===== src/sv/flow_session_table_defines.svh =====
// Assertion helpers for the flow session table.
// Both macros sample on clk_i and are disabled while rst_ni is low.
`ifndef FLOW_SESSION_TABLE_DEFINES_SVH
`define FLOW_SESSION_TABLE_DEFINES_SVH
`ifndef SYNTHESIS
`define FST_ASSERT(label, prop) \
  label: assert property (@(posedge clk_i) disable iff (!rst_ni) (prop)) \
    else $error("flow table check failed");
`define FST_ASSERT_NEVER(label, cond) \
  label: assert property (@(posedge clk_i) disable iff (!rst_ni) !(cond)) \
    else $error("flow table forbidden condition");
`else
`define FST_ASSERT(label, prop)
`define FST_ASSERT_NEVER(label, cond)
`endif
`endif


===== src/sv/fst_pkg.sv =====
`timescale 1ns / 1ps
package fst_pkg;

  localparam int unsigned DefTableDepth  = 1024;
  localparam logic [31:0] DefIdleTimeout = 32'd60;
  localparam logic [31:0] HashMul        = 32'h045d9f3b;
  localparam int unsigned MaxIdxW        = 16;
  localparam logic [31:0] PktMax         = 32'hFFFF_FFFF;
  localparam logic [47:0] ByteMax        = 48'hFFFF_FFFF_FFFF;

  typedef enum logic {
    REQ_PACKET = 1'b0,
    REQ_EXPIRE = 1'b1
  } req_type_e;

  typedef enum logic [1:0] {
    FR_IDLE,
    FR_MUL,
    FR_MOD,
    FR_PUSH
  } front_state_e;

  typedef enum logic [1:0] {
    BK_CLEAR,
    BK_IDLE,
    BK_PKT,
    BK_SWEEP
  } back_state_e;

  typedef struct packed {
    req_type_e            kind;
    logic [31:0]          src_addr;
    logic [31:0]          dst_addr;
    logic [15:0]          sport;
    logic [15:0]          dport;
    logic [7:0]           protocol;
    logic [15:0]          length;
    logic [31:0]          now;
    logic [MaxIdxW-1:0]   slot;
  } fst_req_t;

  typedef struct packed {
    logic        valid;
    logic [31:0] src_addr;
    logic [31:0] dst_addr;
    logic [31:0] ports;
    logic [7:0]  protocol;
    logic [31:0] packets;
    logic [47:0] bytes;
    logic [31:0] seen_time;
  } fst_entry_t;

  typedef struct packed {
    logic        hit;
    logic        new_flow;
    logic        evicted;
    logic [9:0]  slot_index;
    logic [31:0] flow_packets;
    logic [47:0] flow_bytes;
    logic [10:0] active_flows;
    logic [10:0] expired_flows;
  } fst_result_t;

  // First mixing stage: fold the five-tuple and xor-shift.
  function automatic logic [31:0] mix_pre(input logic [31:0] sa, input logic [31:0] da,
                                          input logic [15:0] sp, input logic [15:0] dp,
                                          input logic [7:0] pr);
    logic [31:0] h;
    h = sa ^ da ^ {sp, dp} ^ {24'd0, pr};
    return h ^ (h >> 16);
  endfunction

endpackage


===== src/sv/fst_queue.sv =====
`timescale 1ns / 1ps
module fst_queue (
  input  logic             clk_i,
  input  logic             rst_ni,
  input  logic             push_i,
  input  fst_pkg::fst_req_t push_data_i,
  output logic             full_o,
  input  logic             pop_i,
  output fst_pkg::fst_req_t pop_data_o,
  output logic             empty_o
);

  fst_pkg::fst_req_t mem_q [2];
  logic       wr_ptr_q, rd_ptr_q;
  logic [1:0] count_q;

  always_ff @(posedge clk_i or negedge rst_ni) begin
    if (!rst_ni) begin
      wr_ptr_q <= 1'b0;
      rd_ptr_q <= 1'b0;
      count_q  <= 2'd0;
    end else begin
      if (push_i) wr_ptr_q <= ~wr_ptr_q;
      if (pop_i) rd_ptr_q <= ~rd_ptr_q;
      if (push_i && !pop_i) count_q <= count_q + 2'd1;
      else if (pop_i && !push_i) count_q <= count_q - 2'd1;
    end
  end

  always_ff @(posedge clk_i) begin
    if (push_i) mem_q[wr_ptr_q] <= push_data_i;
  end

  assign pop_data_o = mem_q[rd_ptr_q];
  assign full_o     = (count_q == 2'd2);
  assign empty_o    = (count_q == 2'd0);

endmodule


===== config.mk =====
export PLATFORM = sky130hd
export DESIGN_NAME = fst_queue
export DESIGN_NICKNAME = d
export VERILOG_FILES = /design/src/sv/flow_session_table_defines.svh /design/src/sv/fst_pkg.sv /design/src/sv/fst_queue.sv
export SDC_FILE = /design/constraint.sdc
export NUM_CORES = 1
export LEC_CHECK = 0
export ABC_AREA = 0
export BUFFER_PORTS_ARGS = -buffer_cell sky130_fd_sc_hd__buf_2
export CELL_PAD_IN_SITES_DETAIL_PLACEMENT = 0
export CELL_PAD_IN_SITES_GLOBAL_PLACEMENT = 1
export CORE_MARGIN = 2
export CORE_UTILIZATION = 40
export CTS_CLUSTER_SIZE = 20
export DETAILED_ROUTE_END_ITERATION = 8
export PLACE_DENSITY_LB_ADDON = 0.1
export SYNTH_ARGS = -nofsm -noshare
export SYNTH_HDL_FRONTEND = slang
export SYNTH_SLANG_ARGS = --single-unit

===== constraint.sdc =====
create_clock -name clk_i -period 9.17 [get_ports clk_i]
set_clock_uncertainty 0.2 [all_clocks]
set_input_delay 1.834 -clock clk_i [delete_from_list [all_inputs] [get_ports clk_i]]
set_output_delay 1.834 -clock clk_i [all_outputs]
set_load 0.02 [all_outputs]

==> metrics <==
status=finished clean; top post-synthesis cells by area=edfxtp_1, mux2_4, mux2_2; layout cells sized above 1=between 60% and 70%; DRC viols=0; Netlist cell types=13; # hold bufs at CTS=0; total track usage=between 15 and 20%; most frequent cell after synthesis=edfxtp_1; port buffer count=around 340; Die ar.=between 30000 and 40000 um^2; Core ar.=31600 um^2; grt total ovfl=0; Synth Net Count=about 700; cell area after layout=approximately 16000 um^2; Cell Area, Placed=~15000 um^2; CTS tree=built; worst vdd ir=~230 uV; Layout area overhead=25.7%; Final Setup Violations=0; RSZ-0062 raised after global routing=false; worst-margin pin slew=slightly above 1000 ps; Synth top area share=between 70 and 80%; Gate Count Post-Synth=between 500 and 600; max-slew violations=0; I/O pins=roughly 340; synthesis warning total=0; DP HPWL=between 15000 and 20000 um; EDFF count, synth=338; Max Root-Sink Buffers=3; Die W=183 um; Chip Height=183 um; Initial DRT Pass Iterations=4; H-Tree Depth=2; FMAX=between 200 and 250 MHz; Core Rows=65; fin nets=between 1k and 1.5k; Via Count=around 6.3k; Yosys top cell by area=edfxtp_1; final wirelength=between 20000 and 30000 um; first-pass GRT wire length=37900 um; CP startpoint kind=flop; gpl congestion=between 0.7 and 0.8; P per Cell Area=approximately 330 nW/um^2; setup_tns=0 ps; critical path class=flop to output port; clk sink count=about 340; required time worst endpoint=~7100 ps; final hold vios=0; ANT nets after route=0; Mean Syn Cell Area=~24 um^2; initial core utilization=about two fifths; vias in the first global route=around 6.7k; cell area after synthesis=around 13000 um^2; largest net degree at the start of global routing=around 120; routed vias/inst=about 4.7; maxcap violations=0; top_reg_cell synth=edfxtp_1; HP Class=flop to flop; Commonest cells post-synth=edfxtp_1, mux2_4, mux2_2; Clock Latency Late Sink=~500 ps; Rel. slew slack=between 30% and 40%; register area share after synthesis=80.2%; PostCTS Resize Cnt=0; Final period util=between 50% and 60%; CTS buffer count=37; crit path time final=4970 ps; #FFs+latches synth=approximately 340; Critical Path Fanout Max=114; initial DRC count=approximately 230; clock slew at reported path FFs=about 60 ps; initial antenna violation count=13; ys async rst share=1.17%; crit path DAT=slightly below 3000 ps; drt wl/cell=between 15 and 20 um; root buf cell=clkbuf_16; Static Leak=about 6.3 nW; Setup Buffers After CTS=0; Fill cells=approximately 2.6k; CP Capture Type=output port
-- worst max-delay path, cell delays in order (launching register included) --
cell	delay, ps
dfrtp_4	960
buf_12	610
mux2_2	420
buf_2	160
-- state kept, by name, summed over array words and instances (netlist names) --
signal    count
mem_q       338
wr_ptr_q      1
count_q       2
rd_ptr_q      1
-- final cells by class --
cell class                      count  area (um^2)  share of cell area [%]
Clock inverter                     15          148                   0.919
Inverter                            1         3.75                  0.0234
Clock buffer                       47         1010                    6.26
Timing Repair Buffer              348         1770                    11.0
Multi-Input combinational cell    180         2370                    14.8
Antenna cell                        6         15.0                  0.0935
Sequential cell                   342        10300                    63.8
Tap cell                          402          503                    3.13
-- power by group --
part | switching, mW | total [mW] | internal, mW
logic | 0.972 | 1.69 | 0.721
registers | 0.125 | 2.20 | 2.08
clock network | 0.551 | 1.41 | 0.856
-- final timing paths --
kind / startpoint / endpoint / slack, ps / depth (start not counted)
worst min-delay path: count_q[1]$_DFFE_PN0P_ / count_q[1]$_DFFE_PN0P_ / 290 / 1
min in group asynchronous: rst_ni / count_q[0]$_DFFE_PN0P_ / 930 / 1
worst max-delay path: rd_ptr_q$_DFFE_PN0P_ / pop_data_o[35] / 4200 / 3
worst min register to register: count_q[1]$_DFFE_PN0P_ / count_q[1]$_DFFE_PN0P_ / 290 / 1
max in group asynchronous: rst_ni / rd_ptr_q$_DFFE_PN0P_ / 7700 / 1
worst max register to register: wr_ptr_q$_DFFE_PN0P_ / mem_q[0][63]$_DFFE_PP_ / 6340 / 2
-- kinds of logic after synthesis --
| logic type | count (synthesis) | synth area share [%] |
|---|---|---|
| AND/OR/NAND/NOR | 5 | 0.206 |
| multiplexers | 169 | 17.8 |
| buffers and inverters | 20 | 1.36 |
| XOR/XNOR | 5 | 0.343 |
| flip-flops | 342 | 80.2 |
| adder cells (fa/ha/maj) | 1 | 0.0979 |
-- through the flow --
stage | power [mW] | utilization (%) | hold WS [ps] | cells | setup WS [ps]
after CTS | 5.38 | 50.9 | 288 | 1335 | 4190
after global routing | 5.54 | 50.9 | 312 | 1337 | 4080
after floorplan | 3.50 | - | 256 | 542 | 2290
final | 5.30 | 50.9 | 291 | 1341 | 4200
after detailed placement | 3.96 | 47.2 | 278 | 1273 | 4710
after global placement | 3.93 | 47.2 | 277 | 1273 | 4770
-- placed cells by master, fill, tap and decap left out --
cell and count:
clkbuf_1 8, inv_1 1, buf_2 343, diode_2 6
dfrtp_4 1, nor2_1 2, and2_4 1, edfxtp_1 338
nor2b_4 1, buf_4 4, nor2b_1 1, clkbuf_16 39
ha_1 1, dfrtp_1 3, inv_6 1, buf_12 1
mux2_4 100, mux2_2 69, xor2_1 4, clkinv_1 5
clkinv_2 6, bufinv_16 3, xnor2_1 1
-- layer usage --
layer	vias up	part of all wire, %	global-route usage [%]
met4	14	2.2	4.90
met5	-	0.33	0
li1	2912	-	-
met3	56	9.9	6.24
met1	3111	39	17.3
met2	241	49	25.9
Note: power is estimated with default switching activity, not from simulation.
