==> src/sv/flow_session_table_defines.svh <==
// Assertion helpers for the flow session table.
// Both macros sample on clk_i and are disabled while rst_ni is low.
`ifndef FLOW_SESSION_TABLE_DEFINES_SVH
`define FLOW_SESSION_TABLE_DEFINES_SVH
`ifndef SYNTHESIS
`define FST_ASSERT(label, prop) \
  label: assert property (@(posedge clk_i) disable iff (!rst_ni) (prop)) \
    else $error("flow table check failed");
`define FST_ASSERT_NEVER(label, cond) \
  label: assert property (@(posedge clk_i) disable iff (!rst_ni) !(cond)) \
    else $error("flow table forbidden condition");
`else
`define FST_ASSERT(label, prop)
`define FST_ASSERT_NEVER(label, cond)
`endif
`endif

==> src/sv/fst_pkg.sv <==
`timescale 1ns / 1ps
package fst_pkg;

  localparam int unsigned DefTableDepth  = 1024;
  localparam logic [31:0] DefIdleTimeout = 32'd60;
  localparam logic [31:0] HashMul        = 32'h045d9f3b;
  localparam int unsigned MaxIdxW        = 16;
  localparam logic [31:0] PktMax         = 32'hFFFF_FFFF;
  localparam logic [47:0] ByteMax        = 48'hFFFF_FFFF_FFFF;

  typedef enum logic {
    REQ_PACKET = 1'b0,
    REQ_EXPIRE = 1'b1
  } req_type_e;

  typedef enum logic [1:0] {
    FR_IDLE,
    FR_MUL,
    FR_MOD,
    FR_PUSH
  } front_state_e;

  typedef enum logic [1:0] {
    BK_CLEAR,
    BK_IDLE,
    BK_PKT,
    BK_SWEEP
  } back_state_e;

  typedef struct packed {
    req_type_e            kind;
    logic [31:0]          src_addr;
    logic [31:0]          dst_addr;
    logic [15:0]          sport;
    logic [15:0]          dport;
    logic [7:0]           protocol;
    logic [15:0]          length;
    logic [31:0]          now;
    logic [MaxIdxW-1:0]   slot;
  } fst_req_t;

  typedef struct packed {
    logic        valid;
    logic [31:0] src_addr;
    logic [31:0] dst_addr;
    logic [31:0] ports;
    logic [7:0]  protocol;
    logic [31:0] packets;
    logic [47:0] bytes;
    logic [31:0] seen_time;
  } fst_entry_t;

  typedef struct packed {
    logic        hit;
    logic        new_flow;
    logic        evicted;
    logic [9:0]  slot_index;
    logic [31:0] flow_packets;
    logic [47:0] flow_bytes;
    logic [10:0] active_flows;
    logic [10:0] expired_flows;
  } fst_result_t;

  // First mixing stage: fold the five-tuple and xor-shift.
  function automatic logic [31:0] mix_pre(input logic [31:0] sa, input logic [31:0] da,
                                          input logic [15:0] sp, input logic [15:0] dp,
                                          input logic [7:0] pr);
    logic [31:0] h;
    h = sa ^ da ^ {sp, dp} ^ {24'd0, pr};
    return h ^ (h >> 16);
  endfunction

endpackage

==> src/sv/fst_front.sv <==
`timescale 1ns / 1ps
module fst_front #(
  parameter int unsigned TableDepth = fst_pkg::DefTableDepth
) (
  input  logic              clk_i,
  input  logic              rst_ni,
  input  logic              start_i,
  input  logic              req_type_i,
  input  logic [31:0]       src_addr_i,
  input  logic [31:0]       dst_addr_i,
  input  logic [15:0]       src_port_num_i,
  input  logic [15:0]       dst_port_num_i,
  input  logic [7:0]        protocol_i,
  input  logic [15:0]       packet_length_i,
  input  logic [31:0]       now_seconds_i,
  output logic              busy_o,
  input  logic              q_full_i,
  output logic              q_push_o,
  output fst_pkg::fst_req_t q_data_o
);

  // quotient by the depth: (h * m) >> (32 + IdxW), m = 2^32 + RecipLow
  localparam int unsigned IdxW      = $clog2(TableDepth);
  localparam int unsigned Shift     = 32 + IdxW;
  localparam logic [63:0] RecipFull = ((64'd1 << Shift) / 64'(TableDepth)) + 64'd1;
  localparam logic [31:0] RecipLow  = 32'(RecipFull);
  localparam logic [16:0] DepthV    = 17'(TableDepth);

  fst_pkg::front_state_e state_q, state_d;
  fst_pkg::fst_req_t     req_q;
  logic [31:0]           h_q, prod;
  logic [63:0]           rprod;
  logic [64:0]           qsum, qshift;
  logic [31:0]           quo_d, quo_q, rem_full;
  logic [48:0]           qd;

  assign prod = h_q * fst_pkg::HashMul;

  assign rprod  = {32'd0, h_q} * {32'd0, RecipLow};
  assign qsum   = {1'b0, h_q, 32'd0} + {1'b0, rprod};
  assign qshift = qsum >> Shift;
  assign quo_d  = qshift[31:0];

  // remainder from the registered quotient
  assign qd       = {17'd0, quo_q} * {32'd0, DepthV};
  assign rem_full = h_q - qd[31:0];

  always_comb begin
    state_d = state_q;
    case (state_q)
      fst_pkg::FR_IDLE: begin
        if (start_i) begin
          state_d = (fst_pkg::req_type_e'(req_type_i) == fst_pkg::REQ_EXPIRE) ?
                    fst_pkg::FR_PUSH : fst_pkg::FR_MUL;
        end
      end
      fst_pkg::FR_MUL:  state_d = fst_pkg::FR_MOD;
      fst_pkg::FR_MOD:  state_d = fst_pkg::FR_PUSH;
      fst_pkg::FR_PUSH: if (!q_full_i) state_d = fst_pkg::FR_IDLE;
      default:          state_d = fst_pkg::FR_IDLE;
    endcase
  end

  always_comb begin
    busy_o        = (state_q != fst_pkg::FR_IDLE);
    q_push_o      = (state_q == fst_pkg::FR_PUSH) && !q_full_i;
    q_data_o      = req_q;
    q_data_o.slot = rem_full[fst_pkg::MaxIdxW-1:0];
  end

  always_ff @(posedge clk_i or negedge rst_ni) begin
    if (!rst_ni) begin
      state_q <= fst_pkg::FR_IDLE;
    end else begin
      state_q <= state_d;
    end
  end

  always_ff @(posedge clk_i) begin
    case (state_q)
      fst_pkg::FR_IDLE: begin
        req_q.kind     <= fst_pkg::req_type_e'(req_type_i);
        req_q.src_addr <= src_addr_i;
        req_q.dst_addr <= dst_addr_i;
        req_q.sport    <= src_port_num_i;
        req_q.dport    <= dst_port_num_i;
        req_q.protocol <= protocol_i;
        req_q.length   <= packet_length_i;
        req_q.now      <= now_seconds_i;
        req_q.slot     <= '0;
        h_q   <= fst_pkg::mix_pre(src_addr_i, dst_addr_i, src_port_num_i,
                                  dst_port_num_i, protocol_i);
      end
      fst_pkg::FR_MUL: h_q <= prod ^ (prod >> 16);
      fst_pkg::FR_MOD: quo_q <= quo_d;
      default: ;
    endcase
  end

endmodule

==> config.mk <==
export PLATFORM = sky130hd
export DESIGN_NAME = fst_front
export DESIGN_NICKNAME = d
export VERILOG_FILES = /design/src/sv/flow_session_table_defines.svh /design/src/sv/fst_pkg.sv /design/src/sv/fst_front.sv
export SDC_FILE = /design/constraint.sdc
export NUM_CORES = 1
export LEC_CHECK = 0
export BUFFER_PORTS_ARGS = -buffer_cell sky130_fd_sc_hd__clkbuf_2
export CAP_MARGIN = 20
export CORE_MARGIN = 2
export CORE_UTILIZATION = 30
export CTS_CLUSTER_DIAMETER = 50
export CTS_CLUSTER_SIZE = 25
export DETAILED_ROUTE_END_ITERATION = 10
export PLACE_DENSITY_LB_ADDON = 0.15
export SLEW_MARGIN = 40
export SYNTH_ARGS = -nofsm -noshare
export SYNTH_HDL_FRONTEND = slang
export SYNTH_SLANG_ARGS = --single-unit
==> constraint.sdc <==
create_clock -name clk_i -period 8.25 [get_ports clk_i]
set_input_delay 0.4125 -clock clk_i [delete_from_list [all_inputs] [get_ports clk_i]]
set_output_delay 0.4125 -clock clk_i [all_outputs]
set_load 0.01 [all_outputs]
==> impl_metrics.ini <==
[logic_synthesis]
netlist_instances = 1473
synth_compound_area_share_pct = 4.79
synth_mux_area_share_pct = 0.715
synthTopCellsByCount = inv_1, fa_1, edfxtp_1, ha_1, xnor2_1
ys_seq_area_share_pct = 33.7
mappedNetlistNets = 2027
syn_avg_cell_area_um2 = 11.6
synth-seq-cells = 193
synthAdderAreaFrac_pct = 38.3
synth_warnings = 0
synth-xor-area-share_pct = 9.07
synth_area_leaders = edfxtp_1, fa_1, ha_1
synth_most_common_cell = inv_1
synth_edf_count = 191
synth_simple_gate_area_share_pct = 2.68
yosysTopAreaCell = edfxtp_1
synth_top_family_by_area = adder cells
ys.flop_type = edfxtp_1
ys_types = 62
synth.cell_area_um2 = 17200
async_reset_ff_share_pct = 1.04
yosysTopAreaCellShare_pct = 33.4

[clocking]
root_buffer = clkbuf_16
numCtsBuffers = 17
htreeDepth = 4
path_clk_slew_ps = 80
clk_path_buf_depth = 2
insertion_delay_ps = 450
cts_tree = done
ctsResizeCount = 0
cts.sinks = 193

[critical_path]
ff2ff_setup_slack_ps = 900
worstSetupPathType = reg2reg
cp.arrival_ps = 7550
worst_r2r_endpoint = h_q[10]$_DFFE_PP_
cp.required_ps = 8450
crit_path_start_kind = register
worst_setup_path_end_kind = register
r2r-start = h_q[10]$_DFFE_PP_
reg2reg_depth = 22
cp_max_fo = 9

[timing]
fin_crit_sh_pct = 89.1
max_freq_mhz = 136
finalMaxSlewViolations = 0
period_needed_ps = 7350
rsz0062_at_grt = false
hold_viol = 0
fin_worst_skew_ps = 10.2
tightest_slew_ps = 814
setup_tns_ps = 0
maxSlewHeadroom_pct = 45.7
finalSetupViolations = 0

[global_routing]
first_global_vias = 12500
grt-ovfl-total = 0
grt_max_degree = 73
grt_antenna_before_repair = 3
grt_pass1_wl_mm = 77.7
grt_use_total_pct = 17.9

[place]
place_hpwl_mm = 44.7
port_buffers = 327
gp_congestion = 0.863

[cells_and_area]
layout.nets = 2354
layout-drive-gt1-share_pct = 20.8
fin_util_pct = 35.9
diodes = 0
fillCellCount = 5672
area_delta_synth_final_pct = 18.2

[min_path]
hp-start = packet_length_i[9]
whs_path_depth = 1
holdPathEnd = q_data_o[57]$_DFFE_PP_
min_path_type = in2reg

[run]
drv_cap = 0

[die]
die-area_um2 = 59100
core_um2 = 56500
dieWidth_um = 243
die_h_um = 243
start_util_pct = 30.4
num_rows = 87
ios = 328

[route]
vias = 11000
wl_mm = 51.3
antenna_violating_nets_post_route = 0
wl_per_cell_um = 20.0
drtIter0Drc = 382
drt_first_pass_iters = 4
drc = 0
vias_per_cell = 4.29

[run_status]
status = finished clean
## worst max path at each step
stage                       from                 to  depth (start not counted)
4_1_cts        h_q[10]$_DFFE_PP_  h_q[10]$_DFFE_PP_                         22
3_3_place_gp   h_q[10]$_DFFE_PP_  h_q[10]$_DFFE_PP_                         22
2_1_floorplan  h_q[11]$_DFFE_PP_  h_q[10]$_DFFE_PP_                         23
6_report       h_q[10]$_DFFE_PP_  h_q[10]$_DFFE_PP_                         22
3_5_place_dp   h_q[10]$_DFFE_PP_  h_q[10]$_DFFE_PP_                         22
5_1_grt        h_q[10]$_DFFE_PP_  h_q[10]$_DFFE_PP_                         22
## critical path, stage by stage (launching register included)
cell and delay (ps):
edfxtp_1 810, inv_1 290, fa_1 600, inv_1 70, ha_1 330, fa_1 490
inv_1 50, fa_1 520, inv_1 60, fa_1 450, fa_1 520, inv_1 50
fa_1 480, inv_1 50, ha_1 500, nand2_1 160, a2111oi_0 420, o21bai_1 100
nand2_1 180, nor2_1 100, o21ai_1 240, xnor3_1 350, mux2_2 260
## layout by cell type (no fill, tap or decap), types with 4 or more instances in the layout
cell type  instances
nor2_1            34
clkbuf_2         327
clkbuf_16         17
ha_1             182
nand2_1           29
o21a_1             4
xor2_1            45
inv_1            456
a31oi_1            4
edfxtp_1         191
fa_1             213
nor3_1             4
nand3_1            8
o21bai_1           5
a21oi_1           36
xnor2_1          122
mux2i_1           10
a21o_1            18
o21ai_0           22
inv_6              4
## logic make-up after synthesis
logic type | Yosys count
compound gates | 122
xor+xnor | 171
fa+ha+maj | 397
buf+inv | 480
flops | 193
mux | 12
simple gates | 98
## flip-flops by register name (all words and copies together) (netlist names)
register and count:
h_q 32, q_data_o 153, quo_q 6, state_q 2
## metrics by stage
stage                     setup WS, ps  cell area, um2  hold slack (ps)  std cells
final                              900           20300              132       2569
after global placement             861           19700              199       2536
after detailed placement           933           19700              202       2536
after CTS                          890           20300              108       2569
after floorplan                   1880           17200              117       1473
after global routing               528           20300              113       2569
## routing by layer
metal,track usage (%),part of all wire (%),routed length [um]
met5,0,0.051,26
met2,30.5,49,25000
met3,4.83,6.4,3270
met4,4.66,2.1,1080
met1,22.3,43,21900
## cell type report
class	count	area, um2	area share (%)
clock buffer	17	425	2.10
clock inverter	15	190	0.938
inverter	456	1710	8.44
multi-input combinational	800	9540	47.1
sequential	193	5790	28.5
tap	756	946	4.66
timing repair buffer	332	1680	8.28
## timing repair
item / 4_1_cts / 5_1_grt
buffers inserted: 0 / 0
hold endpoints to repair: 2 / 0
hold buffers: 1 / 0
Power is left out: the tool's default activity adds up to more than one toggle a clock period on the data nets, which glitch-free logic cannot reach.
